--- src/assert_macros.svh ---
// assertion helpers for the lift controller
`ifndef ASSERT_MACROS_SVH
`define ASSERT_MACROS_SVH

// same-cycle implication
`define SLMC_ASSERT_IMPL(name, clk, rst_n, ante, cons) \
  name: assert property (@(posedge clk) disable iff (!rst_n) (ante) |-> (cons)) \
    else $error("same-cycle check failed");

// next-cycle implication
`define SLMC_ASSERT_NEXT(name, clk, rst_n, ante, cons) \
  name: assert property (@(posedge clk) disable iff (!rst_n) (ante) |=> (cons)) \
    else $error("next-cycle check failed");

`endif

--- src/slmc_pkg.sv ---
package slmc_pkg;

  localparam int LevelBits     = 10;
  localparam int FractionBits  = 16;
  localparam int PosBits       = LevelBits + FractionBits;
  localparam int MsBits        = 16;
  localparam int DwellBits     = MsBits + 1;
  localparam int QuoBits       = MsBits + FractionBits;
  localparam int EventBits     = 2;
  localparam int CfgIndexBits  = 3;
  localparam int CfgDataBits   = 16;
  localparam int MaxPhaseSteps = 4;
  localparam int StepBits      = 3;

  localparam logic [LevelBits-1:0] TopLevelRst    = LevelBits'(1);
  localparam logic [LevelBits-1:0] BottomLevelRst = LevelBits'(0);
  localparam logic [LevelBits-1:0] StartLevelRst  = LevelBits'(0);
  localparam logic [MsBits-1:0]    UpMsRst        = MsBits'(1000);
  localparam logic [MsBits-1:0]    DownMsRst      = MsBits'(1000);
  localparam logic [MsBits-1:0]    TopDwellRst    = MsBits'(1000);
  localparam logic [MsBits-1:0]    BottomDwellRst = MsBits'(1000);
  localparam logic                 EnableRst      = 1'b1;

  typedef enum logic [1:0] {
    PH_UP     = 2'd0,
    PH_DOWN   = 2'd1,
    PH_TOP    = 2'd2,
    PH_BOTTOM = 2'd3
  } phase_e;

  typedef enum logic [CfgIndexBits-1:0] {
    CFG_TOP_LEVEL    = 3'd0,
    CFG_BOTTOM_LEVEL = 3'd1,
    CFG_START_LEVEL  = 3'd2,
    CFG_UP_MS        = 3'd3,
    CFG_DOWN_MS      = 3'd4,
    CFG_TOP_DWELL    = 3'd5,
    CFG_BOTTOM_DWELL = 3'd6,
    CFG_ENABLE       = 3'd7
  } cfg_index_e;

  typedef enum logic [1:0] {
    ST_IDLE,
    ST_STEP,
    ST_DIV,
    ST_OUT
  } ctrl_state_e;

  typedef struct packed {
    logic              mode;
    logic [MsBits-1:0] elapsed_ms;
  } in_item_t;

  typedef struct packed {
    logic [PosBits-1:0]   position;
    logic [LevelBits-1:0] whole_level;
    phase_e               phase;
    logic [MsBits-1:0]    dwell_left_ms;
    logic [EventBits-1:0] moved_events;
  } out_item_t;

  typedef struct packed {
    logic [LevelBits-1:0] top_level;
    logic [LevelBits-1:0] bottom_level;
    logic [LevelBits-1:0] start_level;
    logic [MsBits-1:0]    up_ms_per_level;
    logic [MsBits-1:0]    down_ms_per_level;
    logic [MsBits-1:0]    top_dwell_ms;
    logic [MsBits-1:0]    bottom_dwell_ms;
    logic                 enable;
  } cfg_t;

  typedef struct packed {
    logic load;
    logic restart;
    logic dwell_step;
    logic div_start;
    logic move_apply;
  } dp_cmd_t;

  typedef struct packed {
    logic ms_zero;
    logic moving;
    logic frozen;
    logic div_done;
  } dp_status_t;

endpackage

--- src/slmc_div.sv ---
module slmc_div (
  input  logic                                 clk_i,
  input  logic                                 rst_ni,
  input  logic                                 start_i,
  input  logic [slmc_pkg::MsBits-1:0]          ms_i,
  input  logic [slmc_pkg::MsBits-1:0]          divisor_i,
  output logic                                 done_o,
  output logic [slmc_pkg::QuoBits-1:0]         quotient_o
);

  localparam int CntBits = $clog2(slmc_pkg::QuoBits);

  logic [slmc_pkg::QuoBits-1:0] num_q, num_d;
  logic [slmc_pkg::MsBits-1:0]  rem_q, rem_d;
  logic [slmc_pkg::MsBits-1:0]  div_q, div_d;
  logic [CntBits-1:0]           cnt_q, cnt_d;
  logic                         busy_q, busy_d;
  logic                         done_q, done_d;

  logic [slmc_pkg::MsBits:0]    trial;
  logic [slmc_pkg::MsBits:0]    trial_sub;
  logic                         fits;
  logic                         last;

  // one quotient bit per cycle, restoring
  assign trial     = {rem_q, num_q[slmc_pkg::QuoBits-1]};
  assign fits      = trial >= {1'b0, div_q};
  assign trial_sub = trial - {1'b0, div_q};
  assign last      = cnt_q == CntBits'(slmc_pkg::QuoBits - 1);

  always_comb begin
    num_d  = num_q;
    rem_d  = rem_q;
    div_d  = div_q;
    cnt_d  = cnt_q;
    busy_d = busy_q;
    done_d = 1'b0;
    if (start_i) begin
      num_d  = {ms_i, slmc_pkg::FractionBits'(0)};
      rem_d  = '0;
      div_d  = divisor_i;
      cnt_d  = '0;
      busy_d = 1'b1;
    end else if (busy_q) begin
      num_d = {num_q[slmc_pkg::QuoBits-2:0], fits};
      rem_d = fits ? trial_sub[slmc_pkg::MsBits-1:0] : trial[slmc_pkg::MsBits-1:0];
      cnt_d = cnt_q + CntBits'(1);
      if (last) begin
        busy_d = 1'b0;
        done_d = 1'b1;
      end
    end
  end

  always_ff @(posedge clk_i or negedge rst_ni) begin
    if (!rst_ni) begin
      cnt_q  <= '0;
      busy_q <= 1'b0;
      done_q <= 1'b0;
    end else begin
      cnt_q  <= cnt_d;
      busy_q <= busy_d;
      done_q <= done_d;
    end
  end

  always_ff @(posedge clk_i) begin
    num_q <= num_d;
    rem_q <= rem_d;
    div_q <= div_d;
  end

  assign done_o     = done_q;
  assign quotient_o = num_q;

endmodule

--- src/slmc_datapath.sv ---
module slmc_datapath (
  input  logic                          clk_i,
  input  logic                          rst_ni,
  input  slmc_pkg::cfg_t                cfg_i,
  input  slmc_pkg::dp_cmd_t             cmd_i,
  input  logic [slmc_pkg::MsBits-1:0]   elapsed_ms_i,
  output slmc_pkg::dp_status_t          status_o,
  output slmc_pkg::out_item_t           result_o
);

  localparam int PB = slmc_pkg::PosBits;
  localparam int FB = slmc_pkg::FractionBits;
  localparam int LB = slmc_pkg::LevelBits;
  localparam int MB = slmc_pkg::MsBits;
  localparam int DB = slmc_pkg::DwellBits;
  localparam int QB = slmc_pkg::QuoBits;
  localparam int EB = slmc_pkg::EventBits;

  logic [PB-1:0]           pos_q, pos_d;
  slmc_pkg::phase_e        phase_q, phase_d;
  logic [DB-1:0]           dwell_q, dwell_d;
  logic [MB-1:0]           ms_q, ms_d;
  logic [LB-1:0]           start_whole_q, start_whole_d;
  logic [EB-1:0]           events_q, events_d;

  logic [PB-1:0]           top_pos;
  logic [PB-1:0]           bottom_pos;
  logic [PB-1:0]           start_pos;
  slmc_pkg::phase_e        restart_phase;
  logic [DB-1:0]           restart_dwell;

  logic [MB-1:0]           speed;
  logic [MB-1:0]           divisor;
  logic                    div_done;
  logic [QB-1:0]           quotient;

  logic [QB:0]             up_sum;
  logic                    up_over;
  logic signed [QB+1:0]    down_diff;
  logic                    down_under;
  logic [DB:0]             dwell_diff;
  logic [DB:0]             dwell_neg;
  logic                    dwell_ran_out;
  logic                    in_dwell;

  assign top_pos    = {cfg_i.top_level, FB'(0)};
  assign bottom_pos = {cfg_i.bottom_level, FB'(0)};
  assign start_pos  = {cfg_i.start_level, FB'(0)};

  assign restart_phase = (cfg_i.top_level < cfg_i.start_level) ?
                         slmc_pkg::PH_TOP : slmc_pkg::PH_BOTTOM;
  assign restart_dwell = (cfg_i.top_level < cfg_i.start_level) ?
                         {1'b0, cfg_i.top_dwell_ms} : {1'b0, cfg_i.bottom_dwell_ms};

  // zero speed counts as one
  assign speed   = (phase_q == slmc_pkg::PH_DOWN) ? cfg_i.down_ms_per_level
                                                  : cfg_i.up_ms_per_level;
  assign divisor = (speed == '0) ? MB'(1) : speed;

  slmc_div u_div (
    .clk_i      (clk_i),
    .rst_ni     (rst_ni),
    .start_i    (cmd_i.div_start),
    .ms_i       (ms_q),
    .divisor_i  (divisor),
    .done_o     (div_done),
    .quotient_o (quotient)
  );

  assign up_sum     = (QB+1)'(pos_q) + (QB+1)'(quotient);
  assign up_over    = up_sum > (QB+1)'(top_pos);
  assign down_diff  = $signed((QB+2)'(pos_q)) - $signed((QB+2)'(quotient));
  assign down_under = down_diff < $signed((QB+2)'(bottom_pos));

  assign dwell_diff    = {dwell_q[DB-1], dwell_q} - {2'b00, ms_q};
  assign dwell_neg     = -dwell_diff;
  assign dwell_ran_out = dwell_diff[DB];

  always_comb begin
    pos_d         = pos_q;
    phase_d       = phase_q;
    dwell_d       = dwell_q;
    ms_d          = ms_q;
    start_whole_d = start_whole_q;
    events_d      = events_q;

    if (cmd_i.load) begin
      ms_d          = elapsed_ms_i;
      start_whole_d = pos_q[PB-1 -: LB];
      events_d      = '0;
    end

    if (cmd_i.restart) begin
      pos_d   = start_pos;
      phase_d = restart_phase;
      dwell_d = restart_dwell;
    end

    if (cmd_i.dwell_step) begin
      dwell_d = dwell_diff[DB-1:0];
      if (dwell_ran_out) begin
        ms_d = dwell_neg[MB-1:0];
        if (phase_q == slmc_pkg::PH_TOP) begin
          if (pos_q <= bottom_pos) begin
            phase_d = slmc_pkg::PH_BOTTOM;
            dwell_d = {1'b0, cfg_i.bottom_dwell_ms};
          end else begin
            phase_d = slmc_pkg::PH_DOWN;
          end
        end else begin
          if (pos_q >= top_pos) begin
            phase_d = slmc_pkg::PH_TOP;
            dwell_d = {1'b0, cfg_i.top_dwell_ms};
          end else begin
            phase_d  = slmc_pkg::PH_UP;
            events_d = events_q + EB'(1);
          end
        end
      end else begin
        ms_d = '0;
      end
    end

    if (cmd_i.move_apply) begin
      ms_d = '0;
      if (phase_q == slmc_pkg::PH_UP) begin
        if (up_over) begin
          pos_d   = top_pos;
          phase_d = slmc_pkg::PH_TOP;
          dwell_d = {1'b0, cfg_i.top_dwell_ms};
        end else begin
          pos_d = up_sum[PB-1:0];
          if (up_sum[FB +: LB] != start_whole_q) begin
            events_d = events_q + EB'(1);
          end
        end
      end else begin
        if (down_under) begin
          pos_d   = bottom_pos;
          phase_d = slmc_pkg::PH_BOTTOM;
          dwell_d = {1'b0, cfg_i.bottom_dwell_ms};
        end else begin
          pos_d = down_diff[PB-1:0];
          if (down_diff[FB +: LB] != start_whole_q) begin
            events_d = events_q + EB'(1);
          end
        end
      end
    end
  end

  always_ff @(posedge clk_i or negedge rst_ni) begin
    if (!rst_ni) begin
      pos_q    <= {slmc_pkg::StartLevelRst, FB'(0)};
      phase_q  <= (slmc_pkg::TopLevelRst < slmc_pkg::StartLevelRst) ?
                  slmc_pkg::PH_TOP : slmc_pkg::PH_BOTTOM;
      dwell_q  <= (slmc_pkg::TopLevelRst < slmc_pkg::StartLevelRst) ?
                  {1'b0, slmc_pkg::TopDwellRst} : {1'b0, slmc_pkg::BottomDwellRst};
      events_q <= '0;
    end else begin
      pos_q    <= pos_d;
      phase_q  <= phase_d;
      dwell_q  <= dwell_d;
      events_q <= events_d;
    end
  end

  always_ff @(posedge clk_i) begin
    ms_q          <= ms_d;
    start_whole_q <= start_whole_d;
  end

  assign in_dwell = (phase_q == slmc_pkg::PH_TOP) || (phase_q == slmc_pkg::PH_BOTTOM);

  assign status_o.ms_zero  = ms_q == '0;
  assign status_o.moving   = !in_dwell;
  assign status_o.frozen   = (cfg_i.top_level == cfg_i.bottom_level) && (pos_q == bottom_pos);
  assign status_o.div_done = div_done;

  assign result_o.position      = pos_q;
  assign result_o.whole_level   = pos_q[PB-1 -: LB];
  assign result_o.phase         = phase_q;
  assign result_o.dwell_left_ms = (in_dwell && !dwell_q[DB-1] && dwell_q != '0) ?
                                  dwell_q[MB-1:0] : '0;
  assign result_o.moved_events  = events_q;

endmodule

--- src/slmc_ctrl.sv ---
module slmc_ctrl (
  input  logic                  clk_i,
  input  logic                  rst_ni,
  input  logic                  in_valid_i,
  input  logic                  mode_i,
  input  logic                  enable_i,
  input  logic                  out_free_i,
  input  slmc_pkg::dp_status_t  status_i,
  output logic                  in_ready_o,
  output slmc_pkg::dp_cmd_t     cmd_o,
  output logic                  out_load_o
);

  localparam int SB = slmc_pkg::StepBits;

  slmc_pkg::ctrl_state_e state_q, state_d;
  logic [SB-1:0]         step_q, step_d;

  always_comb begin
    state_d    = state_q;
    step_d     = step_q;
    cmd_o      = '0;
    in_ready_o = 1'b0;
    out_load_o = 1'b0;
    unique case (state_q)
      slmc_pkg::ST_IDLE: begin
        in_ready_o = 1'b1;
        if (in_valid_i) begin
          cmd_o.load = 1'b1;
          step_d     = '0;
          priority if (mode_i) begin
            cmd_o.restart = 1'b1;
            state_d       = slmc_pkg::ST_OUT;
          end else if (!enable_i || status_i.frozen) begin
            state_d = slmc_pkg::ST_OUT;
          end else begin
            state_d = slmc_pkg::ST_STEP;
          end
        end
      end
      slmc_pkg::ST_STEP: begin
        priority if (status_i.ms_zero || step_q == SB'(slmc_pkg::MaxPhaseSteps)) begin
          state_d = slmc_pkg::ST_OUT;
        end else if (status_i.moving) begin
          cmd_o.div_start = 1'b1;
          state_d         = slmc_pkg::ST_DIV;
        end else begin
          cmd_o.dwell_step = 1'b1;
          step_d           = step_q + SB'(1);
        end
      end
      slmc_pkg::ST_DIV: begin
        if (status_i.div_done) begin
          cmd_o.move_apply = 1'b1;
          step_d           = step_q + SB'(1);
          state_d          = slmc_pkg::ST_STEP;
        end
      end
      slmc_pkg::ST_OUT: begin
        if (out_free_i) begin
          out_load_o = 1'b1;
          state_d    = slmc_pkg::ST_IDLE;
        end
      end
      default: begin
        state_d = slmc_pkg::ST_IDLE;
      end
    endcase
  end

  always_ff @(posedge clk_i or negedge rst_ni) begin
    if (!rst_ni) begin
      state_q <= slmc_pkg::ST_IDLE;
      step_q  <= '0;
    end else begin
      state_q <= state_d;
      step_q  <= step_d;
    end
  end

endmodule

--- src/shuttle_lift_motion_controller.sv ---
// shuttle lift motion controller
// input channel (in_valid_i/in_ready_o, in_item_i): a tick item with elapsed ms
// or a restart item. output channel (out_valid_o/out_ready_i, out_item_o):
// one result item per input item, giving position, whole level, phase,
// remaining dwell and the count of start-up and level-crossing events.
// configuration: cfg_we_i writes cfg_wdata_i into register cfg_index_i at once.
// one item at a time. restart, disabled and frozen ticks go from acceptance
// straight to the result; any other tick first runs its dwell steps and
// moves, each move through the 32-step shift-subtract divider that turns
// elapsed time into distance. at most two dwell steps come before a move.
// the next item is accepted the cycle after a result enters the output
// register, so a stalled receiver holds only one finished item while the
// block takes and works on the next; the block waits to hand over its
// following result until the output register is free.
// reset restores the default registers and puts the lift at the start level,
// dwelling at the bottom, with no result pending.
`include "assert_macros.svh"

module shuttle_lift_motion_controller (
  input  logic                                 clk_i,
  input  logic                                 rst_ni,
  input  logic                                 in_valid_i,
  output logic                                 in_ready_o,
  input  slmc_pkg::in_item_t                   in_item_i,
  output logic                                 out_valid_o,
  input  logic                                 out_ready_i,
  output slmc_pkg::out_item_t                  out_item_o,
  input  logic                                 cfg_we_i,
  input  logic [slmc_pkg::CfgIndexBits-1:0]    cfg_index_i,
  input  logic [slmc_pkg::CfgDataBits-1:0]     cfg_wdata_i
);

  localparam int LB = slmc_pkg::LevelBits;
  localparam int MB = slmc_pkg::MsBits;

  slmc_pkg::cfg_t       cfg_q, cfg_d;
  slmc_pkg::dp_cmd_t    dp_cmd;
  slmc_pkg::dp_status_t dp_status;
  slmc_pkg::out_item_t  result;
  slmc_pkg::out_item_t  out_q;
  logic                 out_valid_q, out_valid_d;
  logic                 out_free;
  logic                 out_load;

  // configuration registers
  always_comb begin
    cfg_d = cfg_q;
    if (cfg_we_i) begin
      unique case (slmc_pkg::cfg_index_e'(cfg_index_i))
        slmc_pkg::CFG_TOP_LEVEL:    cfg_d.top_level         = cfg_wdata_i[LB-1:0];
        slmc_pkg::CFG_BOTTOM_LEVEL: cfg_d.bottom_level      = cfg_wdata_i[LB-1:0];
        slmc_pkg::CFG_START_LEVEL:  cfg_d.start_level       = cfg_wdata_i[LB-1:0];
        slmc_pkg::CFG_UP_MS:        cfg_d.up_ms_per_level   = cfg_wdata_i[MB-1:0];
        slmc_pkg::CFG_DOWN_MS:      cfg_d.down_ms_per_level = cfg_wdata_i[MB-1:0];
        slmc_pkg::CFG_TOP_DWELL:    cfg_d.top_dwell_ms      = cfg_wdata_i[MB-1:0];
        slmc_pkg::CFG_BOTTOM_DWELL: cfg_d.bottom_dwell_ms   = cfg_wdata_i[MB-1:0];
        slmc_pkg::CFG_ENABLE:       cfg_d.enable            = cfg_wdata_i[0];
      endcase
    end
  end

  always_ff @(posedge clk_i or negedge rst_ni) begin
    if (!rst_ni) begin
      cfg_q.top_level         <= slmc_pkg::TopLevelRst;
      cfg_q.bottom_level      <= slmc_pkg::BottomLevelRst;
      cfg_q.start_level       <= slmc_pkg::StartLevelRst;
      cfg_q.up_ms_per_level   <= slmc_pkg::UpMsRst;
      cfg_q.down_ms_per_level <= slmc_pkg::DownMsRst;
      cfg_q.top_dwell_ms      <= slmc_pkg::TopDwellRst;
      cfg_q.bottom_dwell_ms   <= slmc_pkg::BottomDwellRst;
      cfg_q.enable            <= slmc_pkg::EnableRst;
    end else begin
      cfg_q <= cfg_d;
    end
  end

  slmc_ctrl u_ctrl (
    .clk_i      (clk_i),
    .rst_ni     (rst_ni),
    .in_valid_i (in_valid_i),
    .mode_i     (in_item_i.mode),
    .enable_i   (cfg_q.enable),
    .out_free_i (out_free),
    .status_i   (dp_status),
    .in_ready_o (in_ready_o),
    .cmd_o      (dp_cmd),
    .out_load_o (out_load)
  );

  slmc_datapath u_datapath (
    .clk_i        (clk_i),
    .rst_ni       (rst_ni),
    .cfg_i        (cfg_q),
    .cmd_i        (dp_cmd),
    .elapsed_ms_i (in_item_i.elapsed_ms),
    .status_o     (dp_status),
    .result_o     (result)
  );

  // output register
  assign out_free = !out_valid_q || out_ready_i;

  always_comb begin
    out_valid_d = out_valid_q;
    if (out_load) begin
      out_valid_d = 1'b1;
    end else if (out_ready_i) begin
      out_valid_d = 1'b0;
    end
  end

  always_ff @(posedge clk_i or negedge rst_ni) begin
    if (!rst_ni) begin
      out_valid_q <= 1'b0;
    end else begin
      out_valid_q <= out_valid_d;
    end
  end

  always_ff @(posedge clk_i) begin
    if (out_load) begin
      out_q <= result;
    end
  end

  assign out_valid_o = out_valid_q;
  assign out_item_o  = out_q;

  `SLMC_ASSERT_IMPL(a_load_free_slot, clk_i, rst_ni, out_load, !out_valid_q || out_ready_i)
  `SLMC_ASSERT_NEXT(a_busy_after_accept, clk_i, rst_ni, in_valid_i && in_ready_o, !in_ready_o)
  `SLMC_ASSERT_IMPL(a_div_only_moving, clk_i, rst_ni, dp_cmd.div_start, dp_status.moving && !dp_status.ms_zero)
  `SLMC_ASSERT_IMPL(a_move_after_div, clk_i, rst_ni, dp_cmd.move_apply, dp_status.div_done)

endmodule

--- config.mk ---
export PLATFORM = sky130hd
export DESIGN_NAME = shuttle_lift_motion_controller
export DESIGN_NICKNAME = d
export VERILOG_FILES = /design/src/slmc_pkg.sv /design/src/slmc_div.sv /design/src/slmc_datapath.sv /design/src/slmc_ctrl.sv /design/src/shuttle_lift_motion_controller.sv
export VERILOG_INCLUDE_DIRS = /design/src /design/src/src
export SDC_FILE = /design/constraint.sdc
export NUM_CORES = 1
export LEC_CHECK = 0
export ABC_CLOCK_PERIOD_IN_PS = 7600
export BUFFER_PORTS_ARGS = -buffer_cell sky130_fd_sc_hd__buf_2
export CAP_MARGIN = 20
export CORE_ASPECT_RATIO = 0.75
export CORE_UTILIZATION = 34
export DETAILED_ROUTE_END_ITERATION = 16
export PLACE_DENSITY = 0.58
export SLEW_MARGIN = 5
export SYNTH_ARGS = -nofsm -noshare
export SYNTH_HDL_FRONTEND = slang
export SYNTH_HIERARCHICAL = 1
export SYNTH_SLANG_ARGS = --single-unit
--- constraint.sdc ---
create_clock -name clk_i -period 7.6 [get_ports clk_i]
set_clock_uncertainty 0.05 [all_clocks]
set_input_delay 1.52 -clock clk_i [delete_from_list [all_inputs] [get_ports clk_i]]
set_output_delay 1.52 -clock clk_i [all_outputs]
set_load 0.01 [all_outputs]
After elaboration in Yosys (flattened, before gate mapping)
Cells that the tools add are included.

operators by class
  $add $sub $neg = 8
  order comparisons = 6
  eq/ne operators = 25
  multiplexer cells = 80
  reduce and logical (&&, ||, !) cells = 31

operators by type and width
  kind                                                        number
  17-bit 2-to-1 mux                                           10
  26-bit 2-to-1 mux                                           5
  16-bit 2-to-1 mux                                           6
  2-bit 2-to-1 mux                                            32
  32-bit 2-to-1 mux                                           2
  34-bit by 27-bit < comparator with 1-bit output             1
  26-bit by 32-bit adder with 33-bit output                   1
  33-bit by 26-bit greater-than comparator with 1-bit output  1
  26-bit by 32-bit subtractor with 33-bit output              1
  16-bit logical NOT                                          2
  26-bit == test                                              1
  26-bit >= comparator                                        1
  26-bit <= comparator                                        1
  10-bit inequality test                                      2
  17-bit by 17-bit subtractor with 18-bit output              1
  17-bit by 16-bit >= comparator with 1-bit output            1
  1-bit 2-to-1 mux                                            17
  17-bit nonzero test                                         1
  16-bit negator                                              1
  2-bit AND reduction                                         8
  16-bit subtractor                                           1
  3-bit == test, second input constant                        5
  3-bit 2-to-1 mux                                            4
  10-bit == test                                              1
  other kinds (24)                                            44

word-level totals
  register bits = 301
  bits of input ports = 41
  output and inout port bits = 58
  word-level logic and storage cells = 179

Longest topological paths before layout
  word-level depth = 12
  depth in mapped cells = 25

By module
The synthesis kept the hierarchy.

modules (own cells, without submodules)
  module                          times used  cells each  area each (um2)  seq. area each (um2)
  slmc_datapath                   1           1497        11611.1          1806.7
  shuttle_lift_motion_controller  1           269         5459.0           4116.4
  slmc_div                        1           350         3619.7           1776.7
  slmc_ctrl                       1           48          446.7            125.1

Worst setup path before layout
Ideal clock, no wire load.

  kind = flip-flop to flip-flop
  start point = register u_datapath.pos_q[12]
  end point = register u_datapath.pos_q[15]
  arrival time = 5.456 ns
  setup slack = 1.995 ns
  cell stages (with the launch flop) = 24
  buffers on the path = 2
  clock period less this slack = 5.605 ns
  path through = dfrtp_1 ha_1 buf_1 inv_1 a21oi_1 o31a_1 a31oi_2 o31ai_1 nand2_1 a2111oi_0 xnor2_1 ha_1 inv_1 a222oi_1 nand4_1 a2111oi_0 nand4_1 nor4_1 and4_1 a2bb2oi_1 nor3b_4 buf_6 a31oi_1 a311oi_1

between the ends
  longest elaborated chain between the ends = 5

ends and longest elaborated chain
  what                                                                                                                           RTL line                                    text
  from (decl)                                                                                                                    slmc_datapath.sv:19                         logic [PB-1:0] pos_q, pos_d;
  from (signal assigned)                                                                                                         slmc_datapath.sv:154                        pos_q <= {slmc_pkg::StartLevelRst, FB'(0)};
  from (signal assigned)                                                                                                         slmc_datapath.sv:161                        pos_q <= pos_d;
  26-bit by 32-bit subtractor with 33-bit output or 26-bit by 32-bit adder with 33-bit output (tied branches)                    slmc_datapath.sv:72, slmc_datapath.sv:70
  34-bit by 27-bit < comparator with 1-bit output or 33-bit by 26-bit greater-than comparator with 1-bit output (tied branches)  slmc_datapath.sv:73, slmc_datapath.sv:71
  26-bit 2-to-1 mux, on equally long branches                                                                                    slmc_datapath.sv:138, slmc_datapath.sv:127
  26-bit 2-to-1 mux *                                                                                                            slmc_datapath.sv:126                        if (phase_q == slmc_pkg::PH_UP) begin
  26-bit 2-to-1 mux *                                                                                                            slmc_datapath.sv:124                        if (cmd_i.move_apply) begin

Every way passes the cells marked *; elsewhere a longest branch is shown, timed or not.
A chain may end at the register's enable or synchronous reset.

Worst setup path after layout
  start point = register u_datapath.pos_q[6]
  end point = register u_datapath.pos_q[4]

Same word-level chain as after synthesis.

==> results_dict.tcl <==
set metrics [dict create \
    rsz0062_at_grt "no" \
    grt_max_degree 89 \
    cts_buffer_depth 3 \
    synth-edff-count 98 \
    setup-tns-final_ns 0 \
    worst_pin_slew_ns 1.12 \
    grt_antenna_before_repair 3 \
    ys_seq_area_share_pct 37.0 \
    avgSynthCellArea_um2 9.77 \
    cp-start-kind "register" \
    worstReg2RegStart "u_datapath/pos_q[6]" \
    clock_sinks 301 \
    drc_errors 0 \
    initial_core_util_pct 34.7 \
    core_area_um2 61000 \
    maxSlewHeadroom_pct 25.0 \
    cts_hold_buffers 0 \
    stdcell_count 3048 \
    ant_nets 0 \
    final_max_slew_viol_count 0 \
    min_to "cfg_q[61]" \
    gr-total-overflow 0 \
    htreeDepth 2 \
    cp-end-kind "register" \
    hold_ws_ns 0.441 \
    num_io_pins 99 \
    clk_latency_ns 0.57 \
    dieHeight_um 218 \
    combPwrFrac_pct 60.6 \
    grtUsageTotal_pct 20.7 \
    syn_nets 2352 \
    cts_buffers 35 \
    async_flop_share_pct 51.5 \
    outcome "complete, no violations" \
    vias 17408 \
    power.density_nw_per_um2 505 \
    cp_data_required_time_ns 8.01 \
    drtIter0Drc 1809 \
    p_switching_w 0.00569 \
    fin_crit_ns 6.88 \
    p_leak_nw 10.0 \
    max-cap-violations 0 \
    syn-cell-area_um2 21100 \
    grt_pass1_wl_um 102000 \
    dr.pass1.iters 10 \
    dp.cells 2982 \
    hold_viol 0 \
    port-buffer-count 98 \
    viasPerCell 5.71 \
    r2r_slack_ns 0.72 \
    hold_path_class "register to register" \
    synthDistinctLibCells 107 \
    hpwl_um 48700 \
    nets 2407 \
    p_sw_share_pct 48.1 \
    ir_drop_mv 0.250 \
    yosys_warnings 6 \
    postCtsSetupRepairBufs 0 \
    fin_crit_sh_pct 90.6 \
    clock_tree.root_cell "clkbuf_16" \
    min_from "cfg_q[61]" \
    drt-wirelength-per-cell_um 22.0 \
    setup_viol 0 \
    hold_depth 1 \
    fmax_mhz 145 \
    worst_ep_arrival_time_ns 7.29 \
    worstSetupPathType "register to register" \
    p_int_w 0.00614 \
    grt_pass1_vias 16419 \
    wirelength_um 67000 \
    syn2layout_area_growth_pct 11.0 \
    worst-path-max-fanout 11 \
    clk_pin_slew_worst_paths_ns 0.06 \
    synthCells 2164 \
    synth_ff_type "dfrtp_1" \
    cts_tree "done" \
    reg2reg_to "u_datapath/pos_q[4]" \
    fillers 5990 \
    reg2reg_depth 22 \
    dieArea_um2 63200 \
    seqPwrFrac_pct 25.0 \
    p_clk_share_pct 14.4 \
    yosys_register_bits 301 \
    die_w_um 290 \
    final_layout_size_suffix_gt1_share_pct 16.8 \
    ctsResizeCount 0 \
    gp_congestion 0.971 \
    rows 78 \
]
per-layer routing:
layer  vias up  track usage (%)  wire length [um]
met1      8461             30.9             32400
met4         2             4.72              1310
met3        87             3.82              5290
met2       738             30.6             27900
met5         -                0                13
li1       8120                -                 -
layout make-up:
type                    count  area, um^2  area share (%)
clock inverters            16         146           0.624
inverters                 151         567            2.42
flip-flops and latches    301        7830            33.4
repair buffers            135         774            3.30
multi-input cells        1595       12100            51.8
clock buffers              48         986            4.20
well taps                 800        1000            4.27
diodes                      2        5.00          0.0213
metrics by stage:
step           utilization (%)  cell area (um^2)  power, W  setup WS, ns
6_report                  38.5             23500    0.0118         0.718
5_1_grt                   38.4             23500    0.0126        0.0638
4_1_cts                   38.4             23400    0.0117         0.688
3_5_place_dp              36.6             22300   0.00996         0.725
3_3_place_gp              36.6             22300   0.00983         0.943
2_1_floorplan                -             21100   0.00798          2.00
power groups by stage:
| stage | logic, W | clock network [W] | registers, W |
|---|---|---|---|
| after global routing | 0.00778 | 0.00182 | 0.00302 |
| final | 0.00717 | 0.00171 | 0.00296 |
| after global placement | 0.00688 | 0 | 0.00295 |
| after CTS | 0.00703 | 0.00175 | 0.00294 |
| after floorplan | 0.00524 | 0 | 0.00274 |
| after detailed placement | 0.00699 | 0 | 0.00296 |
logic make-up after synthesis:
logic type               after synthesis  share of synthesized area [%]
AO/OA/AOI/OAI                        572                           19.1
XOR/XNOR                              99                           4.10
adder cells (fa/ha/maj)              147                           8.84
buffers and inverters                268                           5.60
flip-flops                           301                           37.0
multiplexers                         230                           11.8
AND/OR/NAND/NOR                      547                           13.5
worst max-delay path by stage:
| stage | start | to | cells past startpoint |
|---|---|---|---|
| 2_1_floorplan | u_datapath/pos_q[12] | u_datapath/pos_q[15] | 23 |
| 3_3_place_gp | u_datapath/u_div/quotient_o[6] | u_datapath/pos_q[4] | 23 |
| 3_5_place_dp | u_datapath/pos_q[6] | u_datapath/pos_q[4] | 22 |
| 4_1_cts | u_datapath/pos_q[6] | u_datapath/pos_q[4] | 22 |
| 5_1_grt | u_datapath/pos_q[6] | u_datapath/pos_q[3] | 22 |
| 6_report | u_datapath/pos_q[6] | u_datapath/pos_q[4] | 22 |
cells in the final DEF, fill, tap and decap left out, drive strengths merged, types with 18 or more instances in the layout:
cell    Yosys  routed
nand3      35      35
nand2b     31      31
nor4       29      29
a21oi     156     156
edfxtp     98      98
a211oi     40      40
a22o       25      25
dfrtp     121     121
o31ai      18      18
nand4      20      20
buf        58     135
o21ai      72      72
nor3       48      48
a21o       36      36
a22oi      21      21
xor2       32      32
dfxtp      48      48
clkbuf     59      48
o211ai     19      19
dfstp      34      34
nor2      177     177
inv       151     155
xnor2      67      67
mux2      127     127
a31oi      21      21
ha        143     143
o22ai      22      22
mux2i     103     103
nand2      92      92
and2       31      31
cell usage after synthesis (all sizes together), types with 11 or more instances:
cell type | number | share of area [%]
buf | 58 | 1.9
a211oi | 40 | 1.5
xnor2 | 67 | 2.8
and2 | 31 | 0.93
a22o | 25 | 1.0
nand2b | 31 | 0.92
a21o | 36 | 1.3
mux2 | 127 | 6.9
o21a | 17 | 0.64
o21ai | 72 | 1.7
or2 | 11 | 0.34
dfrtp | 121 | 14
nand4 | 20 | 0.59
edfxtp | 98 | 14
nand2 | 92 | 1.6
o22ai | 22 | 0.95
nor2 | 177 | 3.2
dfstp | 34 | 4.2
inv | 151 | 2.7
ha | 143 | 8.5
o31ai | 18 | 0.69
dfxtp | 48 | 4.5
o311ai | 12 | 0.62
o211ai | 19 | 0.67
mux2i | 103 | 4.9
a31oi | 21 | 0.68
xor2 | 32 | 1.3
a311oi | 14 | 0.61
nor2b | 14 | 0.41
a21oi | 156 | 3.7
nor3 | 48 | 1.2
nor4 | 29 | 0.93
nand3 | 35 | 0.83
a22oi | 21 | 0.75
o21bai | 14 | 0.50
clkbuf | 59 | 1.0
or3 | 13 | 0.41
flip-flops by register name, indices dropped and copies added (netlist names), 16 cells and up:
name / flops
u_datapath/pos_q: 26
u_datapath/u_div/rem_q: 16
u_datapath/ms_q: 16
u_datapath/dwell_q: 17
out_item_o: 56
u_datapath/u_div/quotient_o: 32
cfg_q: 95
u_datapath/u_div/div_q: 16
worst max-delay path, stage by stage, from the launching register on:
cell and delay, ns:
dfrtp_1 0.43, ha_1 0.52, nor2b_1 0.11, o311a_1 0.34, o21bai_1 0.23, a31oi_2 0.22, o31ai_1 0.47, nand2_1 0.20
a2111oi_1 0.57, xnor2_1 0.23, ha_1 0.35, inv_1 0.05, a222oi_1 0.32, nand4_1 0.15, a2111oi_0 0.37, nand4_1 0.15
nor4_1 0.27, and4_1 0.32, a2bb2oi_1 0.23, nor3b_4 0.49, buf_4 0.28, a32oi_1 0.12, a311oi_1 0.31
(Power assumes the default switching activity.)
